==> src/design/assert_macros.svh <==
// ----------------------------------------------------------------------------
// Assertion macros
// Clocked concurrent assertion helpers shared by the palette fade design.
// ----------------------------------------------------------------------------
`ifndef ASSERT_MACROS_SVH
`define ASSERT_MACROS_SVH

`ifndef SYNTHESIS

// prop must hold at every clock edge outside reset
`define ASSERT_CLK(label, clk, rst_n, prop) \
    label: assert property (@(posedge clk) disable iff (!rst_n) prop) \
        else $error("assertion failed");

// cond must never be true outside reset
`define ASSERT_NEVER(label, clk, rst_n, cond) \
    label: assert property (@(posedge clk) disable iff (!rst_n) !(cond)) \
        else $error("forbidden condition seen");

`else

`define ASSERT_CLK(label, clk, rst_n, prop)
`define ASSERT_NEVER(label, clk, rst_n, cond)

`endif

`endif

==> src/design/pfb_pkg.sv <==
// ----------------------------------------------------------------------------
// pfb_pkg
// Shared types and constants of the palette fade blend pipeline.
// ----------------------------------------------------------------------------
package pfb_pkg;

    localparam int FIELD_BITS     = 8;
    localparam int CFG_INDEX_BITS = 2;

    typedef logic [FIELD_BITS-1:0]     field_t;
    typedef logic [CFG_INDEX_BITS-1:0] cfg_index_t;

    localparam cfg_index_t REG_FADE_STEPS  = 2'd0;
    localparam cfg_index_t REG_FIRST_ENTRY = 2'd1;
    localparam cfg_index_t REG_LAST_ENTRY  = 2'd2;

    typedef struct packed {
        field_t fade_steps;
        field_t first_entry;
        field_t last_entry;
    } pfb_cfg_t;

    // per-item data that rides alongside the divider
    typedef struct packed {
        field_t orig;
        field_t divisor;
        logic   neg;
        logic   in_range;
    } pfb_side_t;

endpackage

==> src/design/pfb_front.sv <==
// ----------------------------------------------------------------------------
// pfb_front
// Step clamp, range check, delta magnitude and product, one register stage.
// ----------------------------------------------------------------------------
`include "assert_macros.svh"

module pfb_front import pfb_pkg::*; #(
    parameter int COMPONENT_BITS = 8
) (
    input  logic                                 aclk,
    input  logic                                 aresetn,
    input  pfb_cfg_t                             cfg,
    input  logic                                 in_valid,
    output logic                                 in_ready,
    input  field_t                               entry_index,
    input  field_t                               original_value,
    input  field_t                               target_value,
    input  field_t                               step_index,
    output logic                                 out_valid,
    input  logic                                 out_ready,
    output logic [COMPONENT_BITS+FIELD_BITS-1:0] out_prod,
    output pfb_side_t                            out_side
);

    localparam int CB = COMPONENT_BITS;
    localparam int PW = COMPONENT_BITS + FIELD_BITS;

    field_t        steps;
    field_t        step;
    logic [CB-1:0] orig;
    logic [CB-1:0] target;
    logic [CB-1:0] mag;
    logic [PW-1:0] prod_next;
    pfb_side_t     side_next;

    logic          valid_reg;
    logic [PW-1:0] prod_reg;
    pfb_side_t     side_reg;

    always_comb begin
        steps  = (cfg.fade_steps == '0) ? field_t'(1) : cfg.fade_steps;
        step   = (step_index > steps) ? steps : step_index;
        orig   = original_value[CB-1:0];
        target = target_value[CB-1:0];
        mag    = (target < orig) ? (orig - target) : (target - orig);
        prod_next = PW'(mag) * PW'(step);
        side_next.orig     = field_t'(orig);
        side_next.divisor  = steps;
        side_next.neg      = (target < orig);
        side_next.in_range = (entry_index >= cfg.first_entry) &&
                             (entry_index <= cfg.last_entry);
    end

    assign in_ready = !valid_reg || out_ready;

    always_ff @(posedge aclk) begin
        if (!aresetn) begin
            valid_reg <= 1'b0;
        end else if (in_ready) begin
            valid_reg <= in_valid;
        end
    end

    always_ff @(posedge aclk) begin
        if (in_valid && in_ready) begin
            prod_reg <= prod_next;
            side_reg <= side_next;
        end
    end

    assign out_valid = valid_reg;
    assign out_prod  = prod_reg;
    assign out_side  = side_reg;

    // quotient must fit in CB bits: high part of the dividend below divisor
    `ASSERT_NEVER(a_zero_divisor, aclk, aresetn, valid_reg && side_reg.divisor == '0)
    `ASSERT_CLK(a_quot_fits, aclk, aresetn, valid_reg |-> prod_reg[PW-1:CB] < side_reg.divisor)

endmodule

==> src/design/pfb_div_stage.sv <==
// ----------------------------------------------------------------------------
// pfb_div_stage
// One registered slice of the restoring divider: ITERS quotient bits.
// ----------------------------------------------------------------------------
`include "assert_macros.svh"

module pfb_div_stage import pfb_pkg::*; #(
    parameter int COMPONENT_BITS = 8,
    parameter int ITERS          = 2
) (
    input  logic                      aclk,
    input  logic                      aresetn,
    input  logic                      in_valid,
    output logic                      in_ready,
    input  field_t                    in_rem,
    input  logic [COMPONENT_BITS-1:0] in_shreg,
    input  pfb_side_t                 in_side,
    output logic                      out_valid,
    input  logic                      out_ready,
    output field_t                    out_rem,
    output logic [COMPONENT_BITS-1:0] out_shreg,
    output pfb_side_t                 out_side
);

    localparam int CB = COMPONENT_BITS;

    field_t              rem_next;
    logic [CB-1:0]       shreg_next;
    logic [FIELD_BITS:0] trial;

    logic                valid_reg;
    field_t              rem_reg;
    logic [CB-1:0]       shreg_reg;
    pfb_side_t           side_reg;

    // shreg holds unused dividend bits on top, quotient bits shift in below
    always_comb begin
        rem_next   = in_rem;
        shreg_next = in_shreg;
        trial      = '0;
        for (int i = 0; i < ITERS; i++) begin
            trial = {rem_next, shreg_next[CB-1]};
            if (trial >= {1'b0, in_side.divisor}) begin
                rem_next   = field_t'(trial - {1'b0, in_side.divisor});
                shreg_next = {shreg_next[CB-2:0], 1'b1};
            end else begin
                rem_next   = trial[FIELD_BITS-1:0];
                shreg_next = {shreg_next[CB-2:0], 1'b0};
            end
        end
    end

    assign in_ready = !valid_reg || out_ready;

    always_ff @(posedge aclk) begin
        if (!aresetn) begin
            valid_reg <= 1'b0;
        end else if (in_ready) begin
            valid_reg <= in_valid;
        end
    end

    always_ff @(posedge aclk) begin
        if (in_valid && in_ready) begin
            rem_reg   <= rem_next;
            shreg_reg <= shreg_next;
            side_reg  <= in_side;
        end
    end

    assign out_valid = valid_reg;
    assign out_rem   = rem_reg;
    assign out_shreg = shreg_reg;
    assign out_side  = side_reg;

    `ASSERT_CLK(a_rem_below_div, aclk, aresetn, valid_reg |-> rem_reg < side_reg.divisor)

endmodule

==> src/design/palette_fade_blend.sv <==
// ----------------------------------------------------------------------------
// palette_fade_blend
// One color component of a linear palette fade frame:
// orig + (target - orig) * step / steps, quotient truncated toward zero.
// ----------------------------------------------------------------------------
//  channel   direction  handshake             payload
//  s_        in         s_valid / s_ready     entry_index, original_value,
//                                             target_value, step_index
//  m_        out        m_valid / m_ready     blended_value
//  cfg_      in         cfg_valid / cfg_ready cfg_index, cfg_data
//
//  One transaction per cycle sustained while m_ready holds high. Stages in
//  order: product stage, a restoring divider of up to two quotient bits per
//  stage, output register.
//  aresetn is synchronous; it clears all valid bits and loads register defaults.
//  Each stage holds while full and blocked downstream; input stays ready
//  while a result waits until all six registers (at 8 bits) hold items.
//  cfg_ready is always high.
// ----------------------------------------------------------------------------
`include "assert_macros.svh"

module palette_fade_blend import pfb_pkg::*; #(
    parameter int COMPONENT_BITS = 8
) (
    input  logic       aclk,
    input  logic       aresetn,
    input  logic       s_valid,
    output logic       s_ready,
    input  field_t     s_entry_index,
    input  field_t     s_original_value,
    input  field_t     s_target_value,
    input  field_t     s_step_index,
    output logic       m_valid,
    input  logic       m_ready,
    output field_t     m_blended_value,
    input  logic       cfg_valid,
    output logic       cfg_ready,
    input  cfg_index_t cfg_index,
    input  field_t     cfg_data
);

    localparam int          CB   = COMPONENT_BITS;
    localparam int          PW   = COMPONENT_BITS + FIELD_BITS;
    localparam int          NST  = (COMPONENT_BITS + 1) / 2;
    localparam logic [CB:0] MASK = {1'b0, {CB{1'b1}}};

    pfb_cfg_t      cfg_reg;

    logic [PW-1:0] front_prod;
    logic          st_valid [NST+1];
    logic          st_ready [NST+1];
    field_t        st_rem   [NST+1];
    logic [CB-1:0] st_shreg [NST+1];
    pfb_side_t     st_side  [NST+1];

    logic [CB-1:0] quot;
    logic [CB-1:0] orig_cb;
    logic [CB:0]   sum;
    logic [CB-1:0] blend_next;
    logic          out_load;
    logic          bypass_load;
    field_t        out_orig;

    logic          m_valid_reg;
    field_t        m_blended_value_reg;

    // configuration
    assign cfg_ready = 1'b1;

    always_ff @(posedge aclk) begin
        if (!aresetn) begin
            cfg_reg.fade_steps  <= field_t'(1);
            cfg_reg.first_entry <= '0;
            cfg_reg.last_entry  <= '1;
        end else if (cfg_valid) begin
            unique case (cfg_index)
                REG_FADE_STEPS:  cfg_reg.fade_steps  <= cfg_data;
                REG_FIRST_ENTRY: cfg_reg.first_entry <= cfg_data;
                REG_LAST_ENTRY:  cfg_reg.last_entry  <= cfg_data;
                default: ;
            endcase
        end
    end

    pfb_front #(
        .COMPONENT_BITS(COMPONENT_BITS)
    ) u_front (
        .aclk           (aclk),
        .aresetn        (aresetn),
        .cfg            (cfg_reg),
        .in_valid       (s_valid),
        .in_ready       (s_ready),
        .entry_index    (s_entry_index),
        .original_value (s_original_value),
        .target_value   (s_target_value),
        .step_index     (s_step_index),
        .out_valid      (st_valid[0]),
        .out_ready      (st_ready[0]),
        .out_prod       (front_prod),
        .out_side       (st_side[0])
    );

    assign st_rem[0]   = front_prod[PW-1:CB];
    assign st_shreg[0] = front_prod[CB-1:0];

    for (genvar s = 0; s < NST; s++) begin : g_div
        pfb_div_stage #(
            .COMPONENT_BITS (COMPONENT_BITS),
            .ITERS          (((2 * s + 2) <= COMPONENT_BITS) ? 2 : 1)
        ) u_stage (
            .aclk      (aclk),
            .aresetn   (aresetn),
            .in_valid  (st_valid[s]),
            .in_ready  (st_ready[s]),
            .in_rem    (st_rem[s]),
            .in_shreg  (st_shreg[s]),
            .in_side   (st_side[s]),
            .out_valid (st_valid[s+1]),
            .out_ready (st_ready[s+1]),
            .out_rem   (st_rem[s+1]),
            .out_shreg (st_shreg[s+1]),
            .out_side  (st_side[s+1])
        );
    end

    // final add, clamp, pass-through
    always_comb begin
        quot    = st_shreg[NST];
        orig_cb = st_side[NST].orig[CB-1:0];
        if (st_side[NST].neg) begin
            sum = (orig_cb >= quot) ? ({1'b0, orig_cb} - {1'b0, quot}) : '0;
        end else begin
            sum = {1'b0, orig_cb} + {1'b0, quot};
            if (sum > MASK) begin
                sum = MASK;
            end
        end
        blend_next = st_side[NST].in_range ? sum[CB-1:0] : orig_cb;
    end

    assign st_ready[NST] = !m_valid_reg || m_ready;
    assign out_load      = st_valid[NST] && st_ready[NST];

    always_ff @(posedge aclk) begin
        if (!aresetn) begin
            m_valid_reg <= 1'b0;
        end else if (st_ready[NST]) begin
            m_valid_reg <= st_valid[NST];
        end
    end

    always_ff @(posedge aclk) begin
        if (out_load) begin
            m_blended_value_reg <= field_t'(blend_next);
        end
    end

    assign m_valid         = m_valid_reg;
    assign m_blended_value = m_blended_value_reg;

    assign bypass_load = out_load && !st_side[NST].in_range;
    assign out_orig    = st_side[NST].orig;

    `ASSERT_CLK(a_bypass_orig, aclk, aresetn, bypass_load |=> m_blended_value == $past(out_orig))
    `ASSERT_NEVER(a_neg_underflow, aclk, aresetn, st_valid[NST] && st_side[NST].neg && quot > orig_cb)

endmodule

==> config.mk <==
export PLATFORM = sky130hd
export DESIGN_NAME = palette_fade_blend
export DESIGN_NICKNAME = d
export VERILOG_FILES = /design/src/design/pfb_pkg.sv /design/src/design/pfb_front.sv /design/src/design/pfb_div_stage.sv /design/src/design/palette_fade_blend.sv
export VERILOG_INCLUDE_DIRS = /design/src /design/src/design
export SDC_FILE = /design/constraint.sdc
export NUM_CORES = 1
export LEC_CHECK = 0
export ABC_AREA = 1
export BUFFER_PORTS_ARGS = -buffer_cell sky130_fd_sc_hd__clkbuf_2
export CAP_MARGIN = 20
export CORE_MARGIN = 5
export CORE_UTILIZATION = 60
export DETAILED_ROUTE_END_ITERATION = 6
export PLACE_DENSITY_LB_ADDON = 0.2
export SYNTH_ARGS = -nofsm -noshare
export SYNTH_HDL_FRONTEND = slang
export SYNTH_SLANG_ARGS = --single-unit
==> constraint.sdc <==
create_clock -name aclk -period 8 [get_ports aclk]
set_input_delay 2.4 -clock aclk [delete_from_list [all_inputs] [get_ports aclk]]
set_output_delay 2.4 -clock aclk [all_outputs]
set_load 0.03 [all_outputs]
==> impl_metrics.json, run 1 <==
{
  "yosysTopAreaCellShare_pct": 34.4,
  "cp.arrival_ns": 7.59,
  "cp_max_fo": 10,
  "coreArea_sq_mm": 0.0233,
  "yosysWarnings": 0,
  "max_slew_margin_pct": 32.8,
  "wl_per_cell_microns": 14.1,
  "firstDrtPassIters": 5,
  "row_count": 56,
  "path_delay_family": "adder cells",
  "power.total_mw": 5.17,
  "start_util_pct": 60.6,
  "cts.path.max_buffers": 2,
  "fillers": 1974,
  "cp-start-kind": "input pin",
  "vias": 10750,
  "cts_tree": "yes",
  "cp_slowest_cell": "fa_1",
  "die_w_microns": 163,
  "htree_levels": 4,
  "pin_count": 58,
  "seq_area_sq_mm": 0.00547,
  "vdd_drop_max_mv": 0.331,
  "max_freq_mhz": 135,
  "rsz0062_at_grt": "no",
  "period_needed_ns": 7.41,
  "largest_reg_flops": 64,
  "grt_use_total_pct": 23.0,
  "cap_violations": 0,
  "grt_pass1_vias": 10775,
  "synth_edf_count": 162,
  "clk_pin_slew_ns": 0.08,
  "fin_cells": 2040,
  "synth_top_area_cell": "edfxtp_1",
  "syn_nets": 1899,
  "grt_max_degree": 35,
  "drt_iter0_drc": 732,
  "yosysMostFrequentCell": "nand2_1",
  "cts_setup_buffers": 0,
  "setup-tns-final_ns": 0,
  "diodes": 0,
  "cts_resized": 0,
  "syn_avg_cell_area_sq_um": 8.56,
  "drv_slew": 0,
  "hold_violations": 0,
  "drc": 0,
  "critPathKind": "input pin to flip-flop",
  "synth_area_sq_mm": 0.0141,
  "worstMarginPinSlew_ns": 1.01,
  "cp_common_cell": "inv_1",
  "synth_async_sr_flop_share_pct": 0,
  "syn_to_final_growth_pct": 8.86,
  "die-area_sq_mm": 0.0267,
  "clockRootBuffer": "clkbuf_16",
  "ys_seq_area_share_pct": 38.7,
  "grt_overflow": 0,
  "synth_top_flop_cell": "edfxtp_1",
  "numClockSinks": 192,
  "fin_nets": 1957,
  "antenna_found_initial": 0,
  "critPathRequiredTime_ns": 8.18,
  "dp.final_hpwl_mm": 22.9,
  "dp.cells": 2008,
  "period_share_pct": 92.6,
  "viasPerCell": 5.27,
  "path_buf_inv": 8,
  "hold_path_class": "flip-flop to flip-flop",
  "setup_viol": 0,
  "multi_input_area_sq_mm": 0.00747,
  "fin_worst_skew_ns": 0.0167,
  "routed_wl_mm": 28.8,
  "synth_seq_cells": 192,
  "ant_nets": 0,
  "drive_above_1_share_pct": 7.55,
  "gp_congestion": 0.900,
  "portBuffers": 56,
  "synth_cell_types": 45,
  "cts_hold_buffers": 0,
  "numCtsBuffers": 17,
  "leakage_nw": 7.53,
  "grt_pass1_wl_mm": 50.2,
  "p_per_area_mw_per_mm2": 336,
  "postLayoutCoreUtil_pct": 65.9,
  "cp_slowest_stage_delay_ns": 0.56,
  "fp.dieH_microns": 163,
  "synth_common_cells": "nand2_1 (395), inv_1 (288), edfxtp_1 (162), ha_1 (155), nor2_1 (128)",
  "synth_area_leaders": "edfxtp_1 (34%), ha_1 (14%), nand2_1 (10%)",
  "status": "finished, final reports clean",
  "syn_inst": 1650,
  "crit_path_end_kind": "flip-flop",
  "hold_ws_ns": 0.417,
  "clock_latency_ns": 0.44
}
==> worst paths after layout <==
path / startpoint / end / slack (ns) / cells after the start
max: s_target_value[0] / u_front.out_prod[14]$_DFFE_PP_ / 0.59 / 28
min: u_front.out_prod[4]$_DFFE_PP_ / g_div[0].u_stage.out_shreg[6]$_DFFE_PP_ / 0.42 / 0
max reg2reg: cfg_reg[20]$_SDFFE_PN0P_ / u_front.out_prod[13]$_DFFE_PP_ / 1.97 / 28
min reg2reg: u_front.out_prod[4]$_DFFE_PP_ / g_div[0].u_stage.out_shreg[6]$_DFFE_PP_ / 0.42 / 0
==> metal layers <==
metal  part of all wire [%]  up-vias  global-route usage [%]  wire length [microns]
met5                      0        -                       0                      0
met3                    3.7       61                    3.28                   1080
met1                     43     4929                    28.3                  12500
met2                     50      259                    41.4                  14500
met4                    2.6        0                    7.66                    755
li1                       -     5501                       -                      -
==> cells in the final DEF (no fill, tap or decap), drive strengths merged, types with 11 or more instances in the layout <==
master	count
xor2	40
o21ai	54
nand4	34
nand3	99
nor2	133
clkbuf	73
o211ai	11
dfxtp	30
fa	47
a21oi	92
inv	299
xnor2	17
edfxtp	162
ha	155
nand2	409
==> layout make-up <==
type | count | share of cell area (%)
Clock buffer | 17 | 2.77
Clock inverter | 15 | 1.31
Inverter | 292 | 7.13
Multi-Input combinational cell | 1143 | 48.6
Sequential cell | 192 | 35.5
Tap cell | 319 | 2.60
Timing Repair Buffer | 62 | 2.12
==> power by group <==
part | leakage [nW] | internal (mW) | switching, mW | total [mW]
Combinational | 5.48 | 1.10 | 1.80 | 2.89
Clock | 0.294 | 0.433 | 0.438 | 0.871
Sequential | 1.76 | 1.34 | 0.0627 | 1.41
==> through the flow <==
step	area [sq um]	setup WS, ns
3_3_place_gp	14800	0.311
5_1_grt	15400	0.130
2_1_floorplan	14100	0.725
6_report	15400	0.591
3_5_place_dp	14800	0.151
4_1_cts	15400	0.628
==> cells by family (layout without fill, tap and decap cells) <==
family,after synthesis,after routing,share of synthesized area (%)
AO/OA/AOI/OAI,185,185,7.39
AND/OR/NAND/NOR,698,698,21.4
XOR/XNOR,57,57,3.53
buffers and inverters,315,386,8.56
adder cells (fa/ha/maj),202,202,20.4
other,1,1,0.0265
flip-flops,192,192,38.7
No activity file was read; power rests on OpenSTA's default activity.
==> run 2: changes to the inputs <==
--- a/config.mk
+++ b/config.mk
@@ -15,4 +15,5 @@
 export PLACE_DENSITY_LB_ADDON = 0.2
 export SYNTH_ARGS = -nofsm -noshare
 export SYNTH_HDL_FRONTEND = slang
+export SYNTH_HIERARCHICAL = 1
 export SYNTH_SLANG_ARGS = --single-unit
==> constraint.sdc (replaced) <==
create_clock -name aclk -period 7.2 [get_ports aclk]
set_input_delay 2.16 -clock aclk [delete_from_list [all_inputs] [get_ports aclk]]
set_output_delay 2.16 -clock aclk [all_outputs]
set_load 0.03 [all_outputs]
==> impl_metrics.json, run 2 <==
{
  "coreArea_sq_mm": 0.0251,
  "syn_to_final_growth_pct": 8.84,
  "max_slew_margin_pct": 30.0,
  "vdd_drop_max_mv": 0.328,
  "drive_above_1_share_pct": 12.2,
  "hold_path_class": "flip-flop to flip-flop",
  "cts_setup_buffers": 0,
  "gp_congestion": 0.927,
  "cp.arrival_ns": 6.98,
  "fillers": 2097,
  "numCtsBuffers": 17,
  "rr_startpoint": "cfg_reg[21]$_SDFFE_PN0P_",
  "clock_latency_ns": 0.43,
  "viasPerCell": 5.27,
  "drv_slew": 0,
  "htree_levels": 4,
  "fin_cells": 2255,
  "numClockSinks": 192,
  "max_freq_mhz": 147,
  "vias": 11880,
  "dp.cells": 2221,
  "portBuffers": 56,
  "path_buf_inv": 7,
  "die_w_microns": 170,
  "wl_per_cell_microns": 14.1,
  "routed_wl_mm": 31.8,
  "cp_slowest_stage_delay_ns": 0.55,
  "r2r_slack_ns": 1.64,
  "fin_nets": 2161,
  "ant_nets": 0,
  "hold_violations": 0,
  "leakage_nw": 8.47,
  "syn_nets": 2089,
  "p_per_area_mw_per_mm2": 375,
  "diodes": 0,
  "setup_viol": 0,
  "worstMarginPinSlew_ns": 1.05,
  "fin_worst_skew_ns": 0.0176,
  "final_cell_mix": "nand2_1 (471), inv_1 (342), edfxtp_1 (162)",
  "drc": 0,
  "grt_pass1_vias": 11629,
  "grt_max_degree": 35,
  "yosysWarnings": 6,
  "pin_count": 58,
  "synth_area_sq_mm": 0.0153,
  "critPathKind": "input pin to flip-flop",
  "die-area_sq_mm": 0.0287,
  "cts_resized": 0,
  "cts.path.max_buffers": 2,
  "final_common_cell": "nand2_1",
  "cap_violations": 0,
  "path_delay_family": "adder cells",
  "cp-start-kind": "input pin",
  "grt_pass1_wl_mm": 54.2,
  "cp_slowest_cell": "fa_1",
  "placed_area_sq_mm": 0.0160,
  "cts_hold_buffers": 0,
  "largest_reg_flops": 64,
  "crit_start": "s_target_value[0]",
  "critPathRequiredTime_ns": 7.39,
  "rr_worst_depth": 31,
  "cp.depth": 26,
  "syn_avg_cell_area_sq_um": 8.30,
  "clockRootBuffer": "clkbuf_16",
  "status": "finished, final reports clean",
  "period_needed_ns": 6.79,
  "clk_pin_slew_ns": 0.08,
  "cts_tree": "yes",
  "firstDrtPassIters": 5,
  "dp.final_hpwl_mm": 25.5,
  "antenna_found_initial": 0,
  "grt_use_total_pct": 22.9,
  "start_util_pct": 60.8,
  "rsz0062_at_grt": "no",
  "cp_max_fo": 9,
  "crit_end": "u_front/out_prod[11]$_DFFE_PP_",
  "period_share_pct": 94.3,
  "crit_path_end_kind": "flip-flop",
  "row_count": 58,
  "grt_overflow": 0,
  "hold_ws_ns": 0.413,
  "fp.dieH_microns": 170,
  "syn_inst": 1840,
  "postLayoutCellArea_sq_mm": 0.0166,
  "drt_iter0_drc": 859,
  "worstReg2RegEnd": "u_front/out_prod[11]$_DFFE_PP_"
}
==> run 2: per-layer routing <==
| layer | GRT usage [%] | wire length, microns |
|---|---|---|
| met1 | 30.0 | 14400 |
| met5 | 0 | 0 |
| met4 | 6.27 | 653 |
| met3 | 3.75 | 1190 |
| met2 | 39.5 | 15700 |
==> run 2: how the worst min path moves through the flow <==
stage                                            start                                      end  slack, ns  cells past startpoint
2_1_floorplan            u_front/out_prod[0]$_DFFE_PP_  g_div[0].u_stage/out_shreg[2]$_DFFE_PP_       0.40                      0
3_3_place_gp   g_div[1].u_stage/out_side[17]$_DFFE_PP_  g_div[2].u_stage/out_side[17]$_DFFE_PP_       0.40                      0
3_5_place_dp   g_div[0].u_stage/out_shreg[4]$_DFFE_PP_  g_div[1].u_stage/out_shreg[6]$_DFFE_PP_       0.40                      0
4_1_cts         g_div[2].u_stage/out_side[0]$_DFFE_PP_   g_div[3].u_stage/out_side[0]$_DFFE_PP_       0.41                      0
5_1_grt         g_div[0].u_stage/out_side[0]$_DFFE_PP_   g_div[1].u_stage/out_side[0]$_DFFE_PP_       0.41                      0
6_report        g_div[2].u_stage/out_side[0]$_DFFE_PP_   g_div[3].u_stage/out_side[0]$_DFFE_PP_       0.41                      0
==> run 2: power by group <==
part           switching, mW  internal, mW
combinational           2.33          1.41
clock                  0.436         0.484
sequential            0.0731          1.50
total                   2.84          3.40
==> run 2: per-stage QoR <==
step | worst slack (ns) | power, mW | TNS, ns | utilization, %
after floorplan | 0.288 | 4.57 | 0 | -
after global placement | 0.0847 | 5.21 | 0 | 63.7
after detailed placement | -0.0220 | 5.31 | -0.0577 | 63.7
after CTS | 0.435 | 6.25 | 0 | 66.0
after global routing | 0.155 | 6.86 | 0 | 66.2
final | 0.412 | 6.24 | 0 | 66.2
==> run 2: cell type report <==
type | count | area (sq um) | share of cell area [%]
inverters | 355 | 1350 | 8.09
well taps | 330 | 413 | 2.48
flip-flops and latches | 192 | 5470 | 32.9
repair buffers | 71 | 425 | 2.56
clock inverters | 11 | 119 | 0.715
clock buffers | 21 | 465 | 2.80
multi-input cells | 1275 | 8390 | 50.5
==> run 3: changes to the inputs <==
==> constraint.sdc (replaced) <==
create_clock -name aclk -period 7.2 [get_ports aclk]
set_input_delay 1.08 -clock aclk [delete_from_list [all_inputs] [get_ports aclk]]
set_output_delay 1.08 -clock aclk [all_outputs]
set_load 0.03 [all_outputs]
==> impl_metrics.json, run 3 (same netlist as run 2, synthesis figures left out) <==
{
  "worstMarginPinSlew_ns": 1.04,
  "fin_worst_skew_ns": 0.0174,
  "cts_setup_buffers": 0,
  "grt_pass1_vias": 11465,
  "cp.arrival_ns": 6.06,
  "fp.dieH_microns": 170,
  "hold_ws_ns": 0.411,
  "clock_latency_ns": 0.43,
  "critPathRequiredTime_ns": 7.39,
  "firstDrtPassIters": 6,
  "gp_congestion": 0.915,
  "setup-tns-final_ns": 0,
  "numClockSinks": 192,
  "period_needed_ns": 5.87,
  "clockRootBuffer": "clkbuf_16",
  "period_share_pct": 81.5,
  "cp_common_cell": "nand2_1",
  "coreArea_sq_mm": 0.0251,
  "htree_levels": 4,
  "p_per_area_mw_per_mm2": 377,
  "status": "finished, final reports clean",
  "cp-start-kind": "input pin",
  "pin_count": 58,
  "drc": 0,
  "path_buf_inv": 5,
  "hold_path_class": "flip-flop to flip-flop",
  "path_delay_family": "adder cells",
  "power.total_mw": 6.23,
  "cap_violations": 0,
  "cts_resized": 0,
  "portBuffers": 56,
  "vias": 11825,
  "grt_overflow": 0,
  "row_count": 58,
  "fillers": 2113,
  "viasPerCell": 5.27,
  "leakage_nw": 8.42,
  "crit_path_end_kind": "flip-flop",
  "largest_reg_flops": 64,
  "hold_violations": 0,
  "cts_hold_buffers": 0,
  "grt_max_degree": 35,
  "postLayoutCoreUtil_pct": 65.9,
  "fin_nets": 2150,
  "grt_use_total_pct": 22.9,
  "routed_wl_mm": 31.9,
  "cts.path.max_buffers": 2,
  "cp_slowest_cell": "fa_1",
  "clk_pin_slew_ns": 0.07,
  "critPathKind": "input pin to flip-flop",
  "antenna_found_initial": 1,
  "finalWorstSetupSlack_ns": 1.33,
  "drive_above_1_share_pct": 11.7,
  "dp.final_hpwl_mm": 25.7,
  "r2r_slack_ns": 1.34,
  "wl_per_cell_microns": 14.2,
  "grt_pass1_wl_mm": 54.2,
  "cp_max_fo": 14,
  "max_freq_mhz": 170,
  "rsz0062_at_grt": "no",
  "cts_tree": "yes",
  "ant_nets": 0,
  "vdd_drop_max_mv": 0.411,
  "numCtsBuffers": 17,
  "final_cell_mix": "nand2_1 (471), inv_1 (342), edfxtp_1 (162)",
  "syn_to_final_growth_pct": 8.30,
  "place_ws_ns": 0.905,
  "setup_viol": 0,
  "start_util_pct": 60.8,
  "die-area_sq_mm": 0.0287,
  "drt_iter0_drc": 923,
  "die_w_microns": 170,
  "drv_slew": 0,
  "max_slew_margin_pct": 30.5,
  "cp_slowest_stage_delay_ns": 0.53,
  "final_common_cell": "nand2_1",
  "diodes": 0
}
run 3: layout make-up:
class	instances	area, sq um	area share (%)
tap	330	413	2.50
timing repair buffer	60	335	2.03
multi-input combinational	1275	8390	50.7
clock inverter	15	166	1.01
inverter	355	1350	8.13
sequential	192	5470	33.0
clock buffer	17	425	2.57
run 3: metrics by stage:
stage	std cells	area, sq um
2_1_floorplan	1840	15300
3_3_place_gp	2210	15900
3_5_place_dp	2210	15900
4_1_cts	2242	16500
5_1_grt	2244	16500
6_report	2244	16500
run 3: path summary, 6_finish.rpt:
path / cells after the start / startpoint / to
max: 25 / s_step_index[7] / u_front/out_prod[14]$_DFFE_PP_
min: 0 / u_front/out_prod[2]$_DFFE_PP_ / g_div[0].u_stage/out_shreg[4]$_DFFE_PP_
min reg2reg: 0 / u_front/out_prod[2]$_DFFE_PP_ / g_div[0].u_stage/out_shreg[4]$_DFFE_PP_
max reg2reg: 27 / cfg_reg[22]$_SDFFE_PN0P_ / u_front/out_prod[14]$_DFFE_PP_
run 3: where the power goes:
| part | total [mW] | switching, mW | internal (mW) |
|---|---|---|---|
| combinational | 3.72 | 2.34 | 1.38 |
| sequential | 1.58 | 0.0733 | 1.50 |
| clock | 0.931 | 0.436 | 0.495 |
run 3: per-layer routing:
layer	routed length [microns]	track usage (%)	up-vias	share of wire, %
li1	-	-	6000	-
met1	14000	29.8	5488	44
met2	16000	40.6	302	50
met3	1440	3.31	33	4.5
met4	418	5.46	2	1.3
met5	7	0	-	0.022
